## src/rtl/mcfs_pkg.sv

```systemverilog
// ============================================================================
// mcfs_pkg: shared types and constants of the four-camera frame synchronizer
// Queue geometry, payload layouts, arithmetic unit codes and sequencer states.
// ============================================================================
package mcfs_pkg;

    localparam int QUEUE_DEPTH = 16;
    localparam int NUM_CAMS    = 4;
    localparam int CAM_W       = 2;
    localparam int PTR_W       = (QUEUE_DEPTH > 1) ? $clog2(QUEUE_DEPTH) : 1;
    localparam int CNT_W       = $clog2(QUEUE_DEPTH + 1);
    localparam int SUM_W       = CNT_W + 1;
    localparam int ADDR_W      = CAM_W + PTR_W;
    localparam int MEM_DEPTH   = NUM_CAMS << PTR_W;

    localparam int STAMP_W = 48;
    localparam int FRAME_W = 32;
    localparam int GROUP_W = 32;
    localparam int THR_W   = 20;
    localparam int DISC_W  = 6;
    // two guard bits so the sum of four stamps fits
    localparam int ALU_W   = STAMP_W + 2;

    localparam logic [THR_W-1:0]  THR_RESET  = THR_W'(10000);
    localparam logic [DISC_W-1:0] DISC_MAX   = '1;
    localparam logic [CNT_W-1:0]  FILL_FULL  = CNT_W'(QUEUE_DEPTH);

    // one queue entry
    typedef struct packed {
        logic [STAMP_W-1:0] stamp;
        logic [FRAME_W-1:0] frame;
    } q_entry_t;

    // queue memory write port
    typedef struct packed {
        logic              en;
        logic [ADDR_W-1:0] addr;
        q_entry_t          data;
    } mem_wr_t;

    // result item, last field in the lowest bits
    typedef struct packed {
        logic [1:0]         pad;
        logic [DISC_W-1:0]  discarded;
        logic [FRAME_W-1:0] frame_cam3;
        logic [FRAME_W-1:0] frame_cam2;
        logic [FRAME_W-1:0] frame_cam1;
        logic [FRAME_W-1:0] frame_cam0;
        logic [STAMP_W-1:0] stamp_cam3;
        logic [STAMP_W-1:0] stamp_cam2;
        logic [STAMP_W-1:0] stamp_cam1;
        logic [STAMP_W-1:0] stamp_cam0;
        logic [STAMP_W-1:0] avg_stamp;
        logic [GROUP_W-1:0] group_number;
    } out_item_t;

    localparam int OUT_W = $bits(out_item_t);

    typedef enum logic {
        ALU_ADD = 1'b0,
        ALU_SUB = 1'b1
    } alu_op_t;

    typedef enum logic [12:0] {
        ST_IDLE   = 13'h0001,
        ST_PUSH   = 13'h0002,
        ST_CHECK  = 13'h0004,
        ST_RD     = 13'h0008,
        ST_LD     = 13'h0010,
        ST_MIN    = 13'h0020,
        ST_MAX    = 13'h0040,
        ST_SPREAD = 13'h0080,
        ST_THRESH = 13'h0100,
        ST_SUM    = 13'h0200,
        ST_GROUP  = 13'h0400,
        ST_DROP   = 13'h0800,
        ST_DONE   = 13'h1000
    } state_t;

    // circular pointer advance
    function automatic logic [PTR_W-1:0] ptr_inc(input logic [PTR_W-1:0] p);
        logic [PTR_W-1:0] r;
        if (p == PTR_W'(QUEUE_DEPTH - 1))
            r = '0;
        else
            r = p + PTR_W'(1);
        return r;
    endfunction

endpackage

```

## src/rtl/mcfs_alu.sv

```systemverilog
// ============================================================================
// mcfs_alu: shared add / subtract unit
// Serves the min and max compares, the spread check and the stamp sum.
// ============================================================================
module mcfs_alu
    import mcfs_pkg::*;
(
    input  alu_op_t          op,
    input  logic [ALU_W-1:0] a,
    input  logic [ALU_W-1:0] b,
    output logic [ALU_W:0]   y      // top bit is the borrow on subtract
);

    always_comb
    begin
        unique case (op)
            ALU_ADD: y = {1'b0, a} + {1'b0, b};
            ALU_SUB: y = {1'b0, a} - {1'b0, b};
            default: y = '0;
        endcase
    end

endmodule

```

## config.mk

```make
export PLATFORM = sky130hd
export DESIGN_NAME = mcfs_alu
export DESIGN_NICKNAME = d
export VERILOG_FILES = /design/src/rtl/mcfs_pkg.sv /design/src/rtl/mcfs_alu.sv
export SDC_FILE = /design/constraint.sdc
export NUM_CORES = 1
export LEC_CHECK = 0
export ABC_AREA = 1
export BUFFER_PORTS_ARGS = -buffer_cell sky130_fd_sc_hd__buf_2
export CAP_MARGIN = 25
export CELL_PAD_IN_SITES_DETAIL_PLACEMENT = 1
export CELL_PAD_IN_SITES_GLOBAL_PLACEMENT = 1
export CORE_ASPECT_RATIO = 1.2
export CORE_MARGIN = 1.5
export CORE_UTILIZATION = 30
export DETAILED_ROUTE_END_ITERATION = 8
export PLACE_DENSITY_LB_ADDON = 0.1
export SLEW_MARGIN = 10
export SYNTH_ARGS = -nofsm -noshare
export SYNTH_HDL_FRONTEND = slang
export SYNTH_SLANG_ARGS = --single-unit
```

## constraint.sdc

```tcl
create_clock -name vclk -period 3.3
set_input_delay 0.33 -clock vclk [all_inputs]
set_output_delay 0.33 -clock vclk [all_outputs]
set_load 0.005 [all_outputs]
```

# Yosys cells after proc, flatten, opt, wreduce, memory -nomap -nowiden
# Cells that the tools add are included.
# totals
word_cells	4
regBits	0
inputBits	101
# classes
bitwise_logic	1
muxes	1
n_addsub	2
# op_table
operator	count
51-bit case mux with 2 select lines	1
50-bit by 50-bit adder with 51-bit output	1
50-bit by 50-bit subtractor with 51-bit output	1
1-bit NOT	1

# Depth between registers and ports, before layout
# depth
depth_word	2
depth_mapped	24
ltp_nobuf	24

# Worst setup path before layout
# Ideal clock, no wire load.
# synth_path
path_kind	input to output
from	input port b[1]
to	output port y[46]
arrival_time_ps	2605
path_slack_ps	365
stages	19
required_time_ps	2970
n_path_buf	0
cell_sequence	inv_1 > ha_1 > nand3_4 > nor2_4 > nand3_2 > o21ai_0 > xor2_1 > inv_1 > ha_1 > nand2_1 > nor2_1 > inv_1 > nor2_1 > nand3_1 > nor2_1 > nand2_1 > nand3_1 > nand2_1 > nand2_1
# synth_via
elab_chain_len	2
word_cells_on_any_way	3
classes_between	add/sub: 2; mux: 1
# synth_lines
item	line_no	text
start, declared	mcfs_alu.sv:10	input logic [ALU_W-1:0] b,
50-bit by 50-bit subtractor with 51-bit output / 50-bit by 50-bit adder with 51-bit output (equally long branches)	mcfs_alu.sv:18, mcfs_alu.sv:17	
51-bit case mux with 2 select lines (*)	mcfs_alu.sv:16	unique case (op)
end, declared	mcfs_alu.sv:11	output logic [ALU_W:0] y
# Mark *: on every way between the ends. The rest lies on a longest branch, timed or not.

# Worst setup path in the final report
# layout_path
from	input port b[11]
to	output port y[47]
# Same word-level chain as after synthesis.

==> impl_metrics.env <==
export IMPL_grt_usage_pct=30.09
export IMPL_syn_to_final_growth_pct=95.08
export IMPL_whs_path_depth=3
export IMPL_dr_pass1_iters=5
export IMPL_muxShareOfSynthArea_pct=0
export IMPL_fmax_ghz=0.2806
export IMPL_setup_ws_ps=-263.3
export IMPL_setup_violations=29
export IMPL_dieHeight_um=159.9
export IMPL_ys_seq_area_share_pct=0
export IMPL_comb_power_share_pct=100.0
export IMPL_initial_core_util_pct=30.48
export IMPL_fin_nets=1878
export IMPL_fp_dieArea_um2=21380
export IMPL_avgViaCountPerCell=5.165
export IMPL_synth_top_family_by_area="simple AND/OR/NAND/NOR gates"
export IMPL_antenna_found_initial=0
export IMPL_fin_crit_ps=3563
export IMPL_syn_area_um2=6152
export IMPL_hold_ws_ps=1082
export IMPL_leakage_nw=6.290
export IMPL_synth_area_per_cell_um2=4.754
export IMPL_drive_gt1_share_pct=54.61
export IMPL_ios=152
export IMPL_synth_area_leaders="nand2_1, inv_1, ha_1"
export IMPL_cpLargestDelayFamily="simple AND/OR/NAND/NOR gates"
export IMPL_synthAdderAreaFrac_pct=10.70
export IMPL_rows=57
export IMPL_violations="negative setup slack"
export IMPL_multi_input_area_um2=7548
export IMPL_grt_overflow_total=0
export IMPL_nClkBuffers=0
export IMPL_status="complete, but fails checks"
export IMPL_die_w_um=133.7
export IMPL_grt_max_degree=22
export IMPL_synth_top_cell_area_share_pct=30.57
export IMPL_synth_compound_area_share_pct=6.854
export IMPL_syn_nets=1447
export IMPL_grt_first_pass_wirelength_um=50630
export IMPL_power_w=0.002839
export IMPL_critPathKind="in -> out"
export IMPL_synth_xor_area_share_pct=9.823
export IMPL_p_per_area_nw_per_um2=236.6
export IMPL_drt_iter0_markers=468
export IMPL_fin_setup_tns_ps=-4414
export IMPL_antenna_cells=0
export IMPL_yosysMostFrequentCell="nand2_1"
export IMPL_worst_slew_margin_rel_pct=75.01
export IMPL_nFillCells=2772
export IMPL_hp_class="in -> out"
export IMPL_grt_setup_unrepaired="true"
export IMPL_p_seq_share_pct=0
export IMPL_slowest_stage="ha_4"
export IMPL_cp_slowest_stage_delay_ps=300
export IMPL_path_cells="buf_4 -> nor2_4 -> nand2_4 -> nor2_4 -> buf_6 -> nand2_4 -> nor2_4 -> nand2_1 -> nand2_1 -> nand2_1 -> nand2_1 -> o21ai_1 -> buf_4 -> ha_4 -> buf_6 -> nand4_1 -> inv_1 -> nand2_1 -> a21oi_1 -> nor2_2 -> nand4_1 -> nand2_1 -> buf_2"
export IMPL_worstMarginPinSlew_ps=372.3
export IMPL_avgRoutedWirePerCell_um=20.74
export IMPL_synth_simple_area_share_pct=55.54
export IMPL_cpMostUsedCell="nand2_1"
export IMPL_fin_crit_sh_pct=108.0
export IMPL_cp_required_ps=2970
export IMPL_path_depth=23
export IMPL_hold_viol_final=0
export IMPL_ys_top_cells_by_count="nand2_1, inv_1, nor2_1, nand3_1, xor2_1"
export IMPL_dp_hpwl_um=27780
export IMPL_p_sw_w=0.001642
export IMPL_maxSlewViolCount=0
export IMPL_synth_top_area_cell="nand2_1"
export IMPL_synth_cell_type_count=32
export IMPL_p_int_w=0.001197
export IMPL_grt_pass1_vias=9868
export IMPL_clock_power_share_pct=0
export IMPL_routed_wl_um=41230
export IMPL_arrival_ps=3230
export IMPL_crit_fanout=3
export IMPL_core_area_um2=20180
export IMPL_n_sequential_cell=0
export IMPL_path_buf_inv=6
export IMPL_place_congestion=0.8806
export IMPL_ant_nets=0
export IMPL_final_util_pct=59.46
export IMPL_switching_share_pct=57.84
export IMPL_yosys_warnings=0
export IMPL_syn_inst=1294
export IMPL_register_area_um2=0
export IMPL_start_kind="primary input"
export IMPL_route_detailed_drc=0
export IMPL_drv_cap=0
export IMPL_ir_drop_uv=102.4
export IMPL_num_vias=10270
export IMPL_portBuffers=152
export IMPL_cp_end_kind="output pin"
export IMPL_pre_cts_ws_ps=-559.7
[final cells by class]
type | count | share of cell area (%)
Timing Repair Buffer | 435 | 25.60
Multi-Input combinational cell | 1016 | 62.90
Inverter | 272 | 8.736
Tap cell | 265 | 2.763
[worst paths after layout]
| kind | start | to | slack (ps) |
|---|---|---|---|
| max | b[11] | y[47] | -260 |
| min | a[1] | y[1] | 1080 |
[power groups by stage]
stage	clock network (W)	registers [W]	logic (W)
after floorplan	0	0	0.000981
after global placement	0	0	0.00192
after detailed placement	0	0	0.00196
after CTS	0	0	0.00220
after global routing	0	0	0.00299
final	0	0	0.00284
[logic make-up (layout without fill, tap and decap cells)]
| family | count (synthesis) | after routing |
|---|---|---|
| fa+ha+maj | 52 | 52 |
| xor+xnor | 69 | 69 |
| compound gates | 74 | 74 |
| buf+inv | 278 | 707 |
| simple gates | 821 | 821 |
[through the flow]
stage               instances  cell area (um^2)
floorplan                1294              6152
CTS                      1965             10210
global route             1988             12000
finish                   1988             12000
detailed placement       1947              9044
global placement         1947              9044
[routing by layer]
metal,GRT usage [%],part of all wire [%],up-vias
li1,-,-,4780
met1,36.08,38,4976
met2,56.79,52,371
met3,0.9206,3.5,141
met4,10.23,6.0,0
met5,0,0,-
[timing repair]
| action | CTS | global route |
|---|---|---|
| pin swaps | 103 | 198 |
| buffers inserted | 19 | 24 |
| gates resized for setup | 279 | 415 |
| hold buffers | 0 | 0 |
| setup endpoints to repair | 40 | 40 |
| gates cloned | 0 | 0 |
[cells in the final DEF (no fill, tap or decap), types with 7 or more instances in the layout]
cell	instances
nand2_1	345
nor2_1	59
a21oi_2	21
o21ai_2	10
a21oi_4	10
ha_1	9
nor2_2	55
nand2_2	126
inv_4	7
buf_6	36
nand3b_1	8
nand2_4	38
nor2_4	57
xor2_1	40
buf_4	258
nand4_1	27
inv_1	207
xor2_2	18
ha_4	41
nand3_1	53
o21ai_1	7
nand3_2	22
nor3_2	7
buf_2	139
inv_2	56
No activity file was read; power rests on OpenSTA's default activity.
